**config.mk**
```make
export PLATFORM = sky130hd
export DESIGN_NAME = wav_header_parser
export DESIGN_NICKNAME = d
export VERILOG_FILES = /design/src/sv/wavp_pkg.sv /design/src/sv/wavp_core.sv /design/src/sv/wavp_out_reg.sv /design/src/sv/wav_header_parser.sv
export VERILOG_INCLUDE_DIRS = /design/src /design/src/sv
export SDC_FILE = /design/constraint.sdc
export NUM_CORES = 1
export LEC_CHECK = 0
export BUFFER_PORTS_ARGS = -buffer_cell sky130_fd_sc_hd__buf_2
export CAP_MARGIN = 10
export CORE_MARGIN = 10
export CORE_UTILIZATION = 57
export CTS_CLUSTER_SIZE = 10
export DETAILED_ROUTE_END_ITERATION = 16
export PLACE_DENSITY = 0.78
export SKIP_LAST_GASP = 1
export SLEW_MARGIN = 20
export SYNTH_ARGS = -nofsm -noshare
export SYNTH_HDL_FRONTEND = slang
export SYNTH_SLANG_ARGS = --single-unit
```
**constraint.sdc**
```tcl
create_clock -name clk -period 6.61 [get_ports clk]
set_clock_uncertainty 0.1 [all_clocks]
set_input_delay 0.3305 -clock clk [delete_from_list [all_inputs] [get_ports clk]]
set_output_delay 0.3305 -clock clk [all_outputs]
set_load 0.03 [all_outputs]
```
**src/sv/wav_header_parser_macros.svh**
```systemverilog
// Assertion macros for the WAV header parser.
// Used by the top level only; expects a clock named clk and a reset named rst.
`ifndef WAV_HEADER_PARSER_MACROS_SVH
`define WAV_HEADER_PARSER_MACROS_SVH

// Same-cycle implication, checked outside reset.
`define WAVP_ASSERT_NOW(label, ante, cons) \
  label: assert property (@(posedge clk) disable iff (rst) (ante) |-> (cons)) \
    else $error("wav_header_parser: check failed");

// Next-cycle implication, checked outside reset.
`define WAVP_ASSERT_NEXT(label, ante, cons) \
  label: assert property (@(posedge clk) disable iff (rst) (ante) |=> (cons)) \
    else $error("wav_header_parser: check failed");

`endif

```
**src/sv/wavp_pkg.sv**
```systemverilog
// Shared types, constants and tag tables for the WAV header parser.
// No dependencies; imported by every module of the block.
`timescale 1ns / 1ps

package wavp_pkg;

  localparam int SEARCH_LIMIT = 256;
  localparam int TRY_W = $clog2(SEARCH_LIMIT + 1);
  localparam int HEADER_LAST = 43;
  localparam logic [31:0] RESET_DEFAULT_RATE = 32'd16000;
  localparam logic [2:0] SIZE_BYTES = 3'd4;

  typedef enum logic [4:0] {
    PH_HEADER  = 5'b00001,
    PH_SCAN    = 5'b00010,
    PH_SKIP    = 5'b00100,
    PH_PAYLOAD = 5'b01000,
    PH_DONE    = 5'b10000
  } phase_t;

  typedef enum logic [1:0] {
    KIND_HDR     = 2'd0,
    KIND_PAYLOAD = 2'd1,
    KIND_ACCEPT  = 2'd2,
    KIND_REJECT  = 2'd3
  } kind_t;

  typedef struct packed {
    kind_t       kind;
    logic [7:0]  payload;
    logic [31:0] sample_rate;
  } result_t;

  typedef struct packed {
    logic fire;
  } core_ctrl_t;

  function automatic logic [7:0] riff_tag(input logic [1:0] i);
    logic [7:0] c;
    case (i)
      2'd0:    c = "R";
      2'd1:    c = "I";
      2'd2:    c = "F";
      default: c = "F";
    endcase
    return c;
  endfunction

  function automatic logic [7:0] wave_tag(input logic [1:0] i);
    logic [7:0] c;
    case (i)
      2'd0:    c = "W";
      2'd1:    c = "A";
      2'd2:    c = "V";
      default: c = "E";
    endcase
    return c;
  endfunction

  function automatic logic [7:0] data_tag(input logic [1:0] i);
    logic [7:0] c;
    case (i)
      2'd0:    c = "d";
      2'd1:    c = "a";
      2'd2:    c = "t";
      default: c = "a";
    endcase
    return c;
  endfunction

endpackage

```
**src/sv/wavp_core.sv**
```systemverilog
// Parser state and per-byte decision logic for the WAV header parser.
// Depends on wavp_pkg; updates state on each fired item.
`timescale 1ns / 1ps

module wavp_core (
  input  logic                 clk,
  input  logic                 rst,
  input  wavp_pkg::core_ctrl_t ctrl,
  input  logic [7:0]           data_byte,
  input  logic                 first_byte,
  input  logic                 last_byte,
  input  logic [31:0]          default_rate,
  output wavp_pkg::result_t    result
);
  import wavp_pkg::*;

  phase_t             phase, phase_next;
  logic [5:0]         header_index, header_index_next;
  logic               magic_ok, magic_ok_next;
  logic               tag_ok_standard, tag_ok_standard_next;
  logic [31:0]        rate_capture, rate_capture_next;
  logic [TRY_W-1:0]   scan_tries, scan_tries_next;
  logic [1:0]         tag_position, tag_position_next;
  logic [2:0]         skip_left, skip_left_next;
  logic               tag_miss, tag_miss_next;

  logic               pre_accept;
  logic [TRY_W-1:0]   tries_inc;
  logic [31:0]        chosen_rate;
  logic [2:0]         skip_dec;

  always_comb begin
    // A first byte restarts parsing before the byte is examined.
    phase_next           = first_byte ? PH_HEADER : phase;
    header_index_next    = first_byte ? 6'd0 : header_index;
    magic_ok_next        = first_byte ? 1'b1 : magic_ok;
    tag_ok_standard_next = first_byte ? 1'b1 : tag_ok_standard;
    rate_capture_next    = first_byte ? 32'd0 : rate_capture;
    scan_tries_next      = first_byte ? '0 : scan_tries;
    tag_position_next    = first_byte ? 2'd0 : tag_position;
    skip_left_next       = first_byte ? 3'd0 : skip_left;
    tag_miss_next        = first_byte ? 1'b0 : tag_miss;

    result.kind        = KIND_HDR;
    result.payload     = 8'd0;
    result.sample_rate = 32'd0;

    pre_accept  = (phase_next == PH_HEADER) || (phase_next == PH_SCAN);
    tries_inc   = scan_tries_next + 1'b1;
    chosen_rate = 32'd0;
    skip_dec    = skip_left_next - 3'd1;

    case (phase_next)
      PH_HEADER: begin
        case (header_index_next[5:2])
          4'd0: if (data_byte != riff_tag(header_index_next[1:0])) magic_ok_next = 1'b0;
          4'd2: if (data_byte != wave_tag(header_index_next[1:0])) magic_ok_next = 1'b0;
          4'd6: begin
            case (header_index_next[1:0])
              2'd0:    rate_capture_next[7:0]   = rate_capture_next[7:0]   | data_byte;
              2'd1:    rate_capture_next[15:8]  = rate_capture_next[15:8]  | data_byte;
              2'd2:    rate_capture_next[23:16] = rate_capture_next[23:16] | data_byte;
              default: rate_capture_next[31:24] = rate_capture_next[31:24] | data_byte;
            endcase
          end
          4'd9: begin
            if (data_byte != data_tag(header_index_next[1:0])) tag_ok_standard_next = 1'b0;
          end
          default: ;
        endcase
        chosen_rate = (rate_capture_next == 32'd0) ? default_rate : rate_capture_next;
        if (header_index_next >= 6'(HEADER_LAST)) begin
          if (!magic_ok_next) begin
            result.kind = KIND_REJECT;
            phase_next  = PH_DONE;
          end else if (tag_ok_standard_next) begin
            result.kind        = KIND_ACCEPT;
            result.sample_rate = chosen_rate;
            phase_next         = PH_PAYLOAD;
          end else begin
            phase_next        = PH_SCAN;
            scan_tries_next   = '0;
            tag_position_next = 2'd0;
            tag_miss_next     = 1'b0;
          end
        end else begin
          header_index_next = header_index_next + 6'd1;
        end
      end
      PH_SCAN: begin
        chosen_rate = (rate_capture_next == 32'd0) ? default_rate : rate_capture_next;
        if (tag_position_next == 2'd0) begin
          if (data_byte == data_tag(2'd0)) begin
            tag_position_next = 2'd1;
          end else begin
            // Failed try: count it and give up at the limit.
            scan_tries_next = tries_inc;
            tag_miss_next   = 1'b0;
            if (tries_inc >= TRY_W'(SEARCH_LIMIT)) begin
              result.kind = KIND_REJECT;
              phase_next  = PH_DONE;
            end
          end
        end else begin
          if (data_byte != data_tag(tag_position_next)) tag_miss_next = 1'b1;
          if (tag_position_next == 2'd3) begin
            tag_position_next = 2'd0;
            if (!tag_miss_next) begin
              result.kind        = KIND_ACCEPT;
              result.sample_rate = chosen_rate;
              phase_next         = PH_SKIP;
              skip_left_next     = SIZE_BYTES;
            end else begin
              scan_tries_next = tries_inc;
              tag_miss_next   = 1'b0;
              if (tries_inc >= TRY_W'(SEARCH_LIMIT)) begin
                result.kind = KIND_REJECT;
                phase_next  = PH_DONE;
              end
            end
          end else begin
            tag_position_next = tag_position_next + 2'd1;
          end
        end
      end
      PH_SKIP: begin
        skip_left_next = skip_dec;
        if (skip_dec == 3'd0) phase_next = PH_PAYLOAD;
      end
      PH_PAYLOAD: begin
        result.kind    = KIND_PAYLOAD;
        result.payload = data_byte;
      end
      default: ;
    endcase

    // End of file: no verdict yet means rejection.
    if (last_byte) begin
      if (pre_accept && (result.kind == KIND_HDR)) result.kind = KIND_REJECT;
      phase_next = PH_DONE;
    end
  end

  always_ff @(posedge clk) begin
    if (rst) begin
      phase           <= PH_HEADER;
      header_index    <= 6'd0;
      magic_ok        <= 1'b1;
      tag_ok_standard <= 1'b1;
      rate_capture    <= 32'd0;
      scan_tries      <= '0;
      tag_position    <= 2'd0;
      skip_left       <= 3'd0;
      tag_miss        <= 1'b0;
    end else if (ctrl.fire) begin
      phase           <= phase_next;
      header_index    <= header_index_next;
      magic_ok        <= magic_ok_next;
      tag_ok_standard <= tag_ok_standard_next;
      rate_capture    <= rate_capture_next;
      scan_tries      <= scan_tries_next;
      tag_position    <= tag_position_next;
      skip_left       <= skip_left_next;
      tag_miss        <= tag_miss_next;
    end
  end

endmodule

```
**src/sv/wavp_out_reg.sv**
```systemverilog
// Result register of the WAV header parser: holds one item until taken.
// Depends on wavp_pkg for the result type.
`timescale 1ns / 1ps

module wavp_out_reg (
  input  logic              clk,
  input  logic              rst,
  input  logic              load,
  input  wavp_pkg::result_t result_in,
  input  logic              take,
  output logic              valid,
  output wavp_pkg::result_t result_out
);
  import wavp_pkg::*;

  always_ff @(posedge clk) begin
    if (rst) begin
      valid <= 1'b0;
    end else if (load) begin
      valid <= 1'b1;
    end else if (take) begin
      valid <= 1'b0;
    end
  end

  always_ff @(posedge clk) begin
    if (load) begin
      result_out <= result_in;
    end
  end

endmodule

```
**src/sv/wav_header_parser.sv**
```systemverilog
// Top level of the WAV header parser: input register, parser core, result register.
// Depends on wavp_pkg, wavp_core, wavp_out_reg and wav_header_parser_macros.svh.
`timescale 1ns / 1ps

// Takes a file one byte per item and returns one result item per byte: header
// verdict with the sample rate, payload bytes, or a marker for header, scanned
// and skipped bytes and for bytes after a rejection. Throughput is one item per
// clock while the output is not stalled; each result passes through the input
// register and the result register around the parser update. A stalled output
// holds the input register, so up to two items are in flight. default_rate is
// written through the cfg channel, which is always ready; write it only while
// no item is in flight.
module wav_header_parser (
  input  logic        clk,
  input  logic        rst,
  input  logic        in_valid,
  output logic        in_ready,
  input  logic [7:0]  data_byte,
  input  logic        first_byte,
  input  logic        last_byte,
  output logic        out_valid,
  input  logic        out_ready,
  output logic [1:0]  kind,
  output logic [7:0]  payload,
  output logic [31:0] sample_rate,
  input  logic        cfg_valid,
  output logic        cfg_ready,
  input  logic [31:0] cfg_data
);
  import wavp_pkg::*;

  `include "wav_header_parser_macros.svh"

  logic        s1_valid;
  logic [7:0]  s1_byte;
  logic        s1_first;
  logic        s1_last;
  logic        s1_move;
  logic [31:0] default_rate;
  core_ctrl_t  ctrl;
  result_t     core_result;
  result_t     out_result;

  assign cfg_ready = 1'b1;
  assign s1_move   = s1_valid && (!out_valid || out_ready);
  assign in_ready  = !s1_valid || s1_move;
  assign ctrl.fire = s1_move;

  always_ff @(posedge clk) begin
    if (rst) begin
      default_rate <= RESET_DEFAULT_RATE;
    end else if (cfg_valid && cfg_ready) begin
      default_rate <= cfg_data;
    end
  end

  always_ff @(posedge clk) begin
    if (rst) begin
      s1_valid <= 1'b0;
    end else if (in_valid && in_ready) begin
      s1_valid <= 1'b1;
    end else if (s1_move) begin
      s1_valid <= 1'b0;
    end
  end

  always_ff @(posedge clk) begin
    if (in_valid && in_ready) begin
      s1_byte  <= data_byte;
      s1_first <= first_byte;
      s1_last  <= last_byte;
    end
  end

  wavp_core u_core (
    .clk          (clk),
    .rst          (rst),
    .ctrl         (ctrl),
    .data_byte    (s1_byte),
    .first_byte   (s1_first),
    .last_byte    (s1_last),
    .default_rate (default_rate),
    .result       (core_result)
  );

  wavp_out_reg u_out (
    .clk        (clk),
    .rst        (rst),
    .load       (s1_move),
    .result_in  (core_result),
    .take       (out_ready),
    .valid      (out_valid),
    .result_out (out_result)
  );

  assign kind        = out_result.kind;
  assign payload     = out_result.payload;
  assign sample_rate = out_result.sample_rate;

  // Hold the staged item while the result register is blocked.
  `WAVP_ASSERT_NEXT(a_stage_holds, s1_valid && out_valid && !out_ready, s1_valid)
  // Back-pressure on input only when the stage is occupied.
  `WAVP_ASSERT_NOW(a_ready_means_room, !in_ready, s1_valid && out_valid && !out_ready)
  // A taken result with nothing behind it leaves the output empty.
  `WAVP_ASSERT_NEXT(a_drain, out_valid && out_ready && !s1_valid, !out_valid)
  // Rate field is zero outside an accept.
  `WAVP_ASSERT_NOW(a_fields_clean, out_valid && (kind != KIND_ACCEPT), sample_rate == 32'd0)

endmodule
```
# Yosys cells after proc, flatten, opt, wreduce, memory -nomap -nowiden
# Cells that the tools add are included.
dict set report totals {
  reg_bits 146
  in_bits 47
  out_inout_bits 45
  elab_cells 165
}
dict set report classes {
  n_addsub 4
  n_lt_le_gt_ge 2
  n_eq_ne 16
  mux 103
  bitwise 4
  reduce_logical 18
}
# op count
set op_table {}
lappend op_table {{$mux W32} 12}
lappend op_table {{$mux W8} 12}
lappend op_table {{$mux W9} 8}
lappend op_table {{$logic_not A32 Y1} 2}
lappend op_table {{$pmux W32 S2} 1}
lappend op_table {{$mux W5} 11}
lappend op_table {{$mux W2} 17}
lappend op_table {{$ne A8 B8 Y1} 4}
lappend op_table {{$or A8 B8 Y8} 4}
lappend op_table {{$pmux W5 S3} 2}
lappend op_table {{$mux W1} 24}
lappend op_table {{$pmux W5 S2} 2}
lappend op_table {{$mux W6} 3}
lappend op_table {{$pmux W9 S2} 1}
lappend op_table {{$mux W3} 4}
lappend op_table {{$add A9 B1 Y9 const B} 1}
lappend op_table {{$ge A9 B9 Y1 const B} 1}
lappend op_table {{$eq A8 B7 Y1 const B} 1}
lappend op_table {{$add A6 B1 Y6 const B} 1}
lappend op_table {{$eq A2 B2 Y1 const B} 3}
lappend op_table {{$ge A6 B6 Y1 const B} 1}
lappend op_table {{$logic_not A2 Y1} 3}
lappend op_table {{$pmux W2 S3} 1}
lappend op_table {{$pmux W3 S2} 1}
lappend op_table {{20 further kinds} 27}

# Logic depth before layout (Yosys ltp)
dict set report depth {
  depth_word 17
  ltp_mapped 13
  ltp_nobuf 9
}

# Hierarchy
# From an unflattened synthesis, not the netlist that was laid out.
dict set report hier_totals {
  cells_unflattened 841
  area_unflattened_um2 7732.4
}
# mod n_inst cells_each area_per_inst_um2 seq_area_each_um2
set by_module_without_submodules {}
lappend by_module_without_submodules {wavp_core 1 672 4893.4 1201.2}
lappend by_module_without_submodules {wav_header_parser 1 123 1539.0 960.9}
lappend by_module_without_submodules {wavp_out_reg 1 46 1300.0 1281.2}

# Worst setup path before layout
# No wires, ideal clock.
dict set report synth_path {
  path_type {flip-flop to flip-flop}
  from {reg s1_first}
  to {reg u_core.scan_tries[2]}
  arrival_ps 3207
  path_slack_ps 3208
  path_stages_with_launch 13
  n_path_buf 4
  path_cell_list {edfxtp_1 buf_2 buf_1 clkbuf_1 buf_1 nor2b_1 ha_1 and4b_1 o211ai_2 o21a_1 o21ai_2 or4_1 a221oi_1}
}
dict set report synth_between {
  elab_chain_cells 13
  elab_cells_between_ends 54
  cone_classes {1 x add/sub; 1 x order compare; 12 x eq/ne; 37 x mux; 3 x reduce/logical}
}
# element line_no
set synth_rtl {}
lappend synth_rtl {{start: declaration} wav_header_parser.sv:36} ;# logic s1_first;
lappend synth_rtl {{start signal: assignment} wav_header_parser.sv:70} ;# s1_first <= first_byte;
lappend synth_rtl {{$mux W6 / $mux W2 (equally long branches)} {wavp_core.sv:35, wavp_core.sv:40}}
lappend synth_rtl {{$eq A2 B2 Y1, or another cell as far along} {wavp_pkg.sv:51, wavp_pkg.sv:62}}
lappend synth_rtl {{$pmux W5 S2 / $mux W5 (equally long branches)} --}
lappend synth_rtl {{$mux W8, on equally long branches} {wavp_core.sv:55, wavp_core.sv:92}}
lappend synth_rtl {{$mux W8} wavp_core.sv:53} ;# case (phase_next)
lappend synth_rtl {{$ne A8 B8 Y1, on equally long branches} {wavp_core.sv:67, wavp_core.sv:105}}
lappend synth_rtl {{$mux W1, on equally long branches} {wavp_core.sv:67, wavp_core.sv:105}}
lappend synth_rtl {{$mux W1, on equally long branches} {wavp_core.sv:55, wavp_core.sv:92}}
lappend synth_rtl {{$mux W1} wavp_core.sv:53}
lappend synth_rtl {{$mux W9, on equally long branches} {wavp_core.sv:76, wavp_core.sv:108}}
lappend synth_rtl {{$mux W9, on equally long branches} {wavp_core.sv:73, wavp_core.sv:106}}
lappend synth_rtl {{$mux W9, on equally long branches} {wavp_core.sv:72, wavp_core.sv:92}}
lappend synth_rtl {{$pmux W9 S2 *} wavp_core.sv:53}
lappend synth_rtl {{end signal: assignment} wavp_core.sv:161} ;# scan_tries <= scan_tries_next;
lappend synth_rtl {{end: declaration} wavp_core.sv:22} ;# logic [TRY_W-1:0] scan_tries, scan_tries_next;
# Mark *: on every way between the ends. The rest lies on a longest branch, timed or not. The select of a mux whose other input is x is not followed.
# A chain may end at the register's enable or synchronous reset.

==> run_results.csv <==
group,metric,value,unit
cts,cts_setup_buffers,0,
cts,cts_tree,"done",
yosys,yosys_most_used_dff,"dfxtp_1",
yosys,yosys_warnings,0,
die,pin_count,92,
sta,period_minus_slack,4.18,ns
global_routing,grt_pass1_vias,6763,
global_routing,track_usage,22.6,%
placement,dp_hpwl,13800,um
setup_path,path_class,"register to register",
sta,finalSetupTns,0,ns
cts,cts_buffers,17,
sta,rsz0062_at_grt,"false",
die,die_w,135,um
sta,max_freq,240,MHz
run,cap_violations,0,
die,dieArea,18300,sq um
yosys,syn_nets,861,
drt,antenna_left,0,
drt,firstDrtPassIters,6,
setup_path,reg2reg_from,"s1_first",
worst_hold_path,holdCritPathClass,"input port to register",
cts,h-tree-depth,4,
drt,wirelength,21000,um
setup_path,cp-startpoint,"s1_first",
cts,cts_resized,0,
global_routing,grt_max_degree,84,
finish,synthToLayoutAreaGrowth,14.1,%
drt,drtIter0Drc,820,
finish,fin_util,65.6,%
yosys,syn_area,7550,sq um
placement,place_inst,1001,
global_routing,antenna_found_initial,0,
drt,drt-wirelength-per-cell,20.1,um
setup_path,required,6.73,ns
sta,relSlewSlack,32.8,%
drt,dr_total_vias,6815,
finish,final_area,8620,sq um
finish,drive_above_1_share,16.3,%
setup_path,cp_max_fo,61,
sta,finalMaxSlewViolations,0,
placement,place_area,7960,sq um
placement,gp_congestion,0.910,
setup_path,worst_setup_path_end_kind,"register",
finish,stdcell_count,1043,
die,start_util,57.5,%
run_status,status,"complete, no violations",
yosys,yosys_register_bits,146,
power_and_ir_drop,leakage,0.00315,uW
yosys,synth_edf_count,52,
finish,diodes,0,
sta,min_period_over_period,63.2,%
placement,portBuffers,90,
die,chipHeight,135,um
power_and_ir_drop,power-per-cell-area,239,nW/um^2
yosys,async_flop_share,0,%
cts,root_buffer,"clkbuf_16",
setup_path,critical_path_arrival,4.30,ns
global_routing,grt_overflow_total,0,
sta,setup_violations,0,
die,row_count,42,
setup_path,start_kind,"register",
yosys,yosysUniqueCellTypes,72,
sta,hold_viol,0,
yosys,netlist_instances,801,
drt,via_per_inst,6.53,
yosys,syn_area_per_cell,9.43,sq um
die,core_area,13100,sq um
drt,drc,0,
global_routing,grt_first_pass_wirelength,33600,um
cts,cts.path.max_buffers,2,
cts,cts.sinks,146,
power_and_ir_drop,peakVddDrop,159,uV
sta,tightestPinTransition,1.00,ns
worst_hold_path,min_from,"cfg_data[11]",
finish,fillers,1039,
yosys,yosysSeqAreaShare,45.6,%
finish,final_nets,914,
cts,cts.reportedPaths.clkPinSlew,0.06,ns
cts,clock_latency,0.43,ns
cts,cts_hold_buf,10,
==> final cells by class <==
class,instances,area (sq um),share of cell area (%)
clock buffers,21,483,5.60
clock inverters,11,76.3,0.885
inverters,24,90.1,1.04
multi-input cells,560,3720,43.2
flip-flops and latches,146,3440,39.9
well taps,176,220,2.55
repair buffers,105,588,6.82
==> synth_stat cells (5+ instances only) <==
| master | n | share of area, % |
|---|---|---|
| or3_1 | 6 | 0.50 |
| nand2_1 | 41 | 2.0 |
| o21ai_0 | 21 | 1.4 |
| a211oi_1 | 5 | 0.50 |
| nor4_1 | 9 | 0.75 |
| edfxtp_1 | 52 | 21 |
| a32oi_1 | 13 | 1.5 |
| nand3_1 | 15 | 0.99 |
| o22ai_1 | 28 | 2.3 |
| and3_1 | 14 | 1.2 |
| mux2i_1 | 32 | 4.2 |
| a32o_1 | 9 | 1.2 |
| a21oi_1 | 49 | 3.2 |
| clkbuf_1 | 52 | 2.6 |
| nand2b_1 | 6 | 0.50 |
| a22oi_1 | 22 | 2.2 |
| o211ai_1 | 7 | 0.70 |
| inv_1 | 23 | 1.1 |
| and2_1 | 13 | 1.1 |
| a31oi_1 | 9 | 0.75 |
| ha_1 | 13 | 2.2 |
| nor2_1 | 83 | 4.1 |
| nand4_1 | 17 | 1.4 |
| a221oi_1 | 25 | 2.9 |
| buf_2 | 12 | 0.79 |
| o31ai_1 | 8 | 0.79 |
| dfxtp_1 | 94 | 25 |
| o311ai_1 | 9 | 1.0 |
| nor2b_1 | 35 | 2.9 |
| nor3_1 | 8 | 0.53 |
==> worst max-delay path: stages, from the launching register on <==
cell      delay, ns
edfxtp_1       0.32
buf_4          0.49
clkinv_1       0.70
nand2_1        0.37
ha_1           0.22
and4b_1        0.20
o211ai_2       0.19
nor2_1         0.19
nand3_1        0.71
o22ai_1        0.42
==> sequential cells by signal, summed over array words and instances, names as in the netlist <==
signal / cells
s1_last: 1
u_out.result_out: 42
u_core.rate_capture: 32
u_core.tag_miss: 1
u_out.valid: 1
u_core.tag_position: 2
s1_valid: 1
u_core.skip_left: 3
default_rate: 32
u_core.magic_ok: 1
s1_byte: 8
u_core.scan_tries: 9
u_core.phase: 5
u_core.header_index: 6
s1_first: 1
u_core.tag_ok_standard: 1
==> layout by cell type, fill, tap and decap left out, drive strengths merged, types with 5 or more instances in the layout <==
cell type,n
nor3,8
nand2,41
and3,14
o31ai,8
a32oi,13
o311ai,10
nand3,17
edfxtp,52
a31oi,10
or3,6
a32o,9
a21oi,49
clkbuf,21
nor2b,35
a22oi,22
nand4,17
a211oi,5
inv,25
nor4b,5
ha,13
nor2,84
dlygate4sd3,10
and2,13
o22ai,28
clkinv,10
o21ai,25
mux2i,32
o211ai,8
nor4,9
buf,95
a221oi,25
dfxtp,94
nand2b,6
==> cell families after synthesis <==
group,share of synthesized area (%)
fa+ha+maj,2.15
mux,4.24
xor+xnor,0.580
other cells,0.0496
compound gates,22.8
flops,45.6
buf+inv,5.22
simple gates,19.4
==> where the power goes <==
part	leakage, uW	switching (uW)	total [uW]	internal [uW]
clock network	0.000282	377	901	524
registers	0.00124	29.8	991	962
logic	0.00163	111	171	59.9
total	0.00315	518	2060	1550
==> per-stage QoR <==
stage	hold slack (ns)	worst slack, ns	total power (uW)
2_1_floorplan	0.329	3.21	1120
5_1_grt	0.0203	2.21	2130
4_1_cts	0.0101	2.58	2070
3_3_place_gp	0.355	2.80	1170
6_report	0.0190	2.43	2060
3_5_place_dp	0.379	2.64	1170
==> worst paths after layout <==
path	end	slack, ns	cells past startpoint
hold / removal	default_rate[11]	0.02	3
setup reg to reg	u_out.result_out[0]	2.43	9
setup / recovery	u_out.result_out[0]	2.43	9
hold reg to reg	u_core.tag_position[1]	0.39	2
==> metal layers <==
metal / global-route usage, % / wire (um)
met2: 38.9 / 10600
met4: 9.75 / 529
met3: 6.32 / 1620
met5: 0 / 0
met1: 25.6 / 8260
Note: power is estimated with default switching activity, not from simulation.
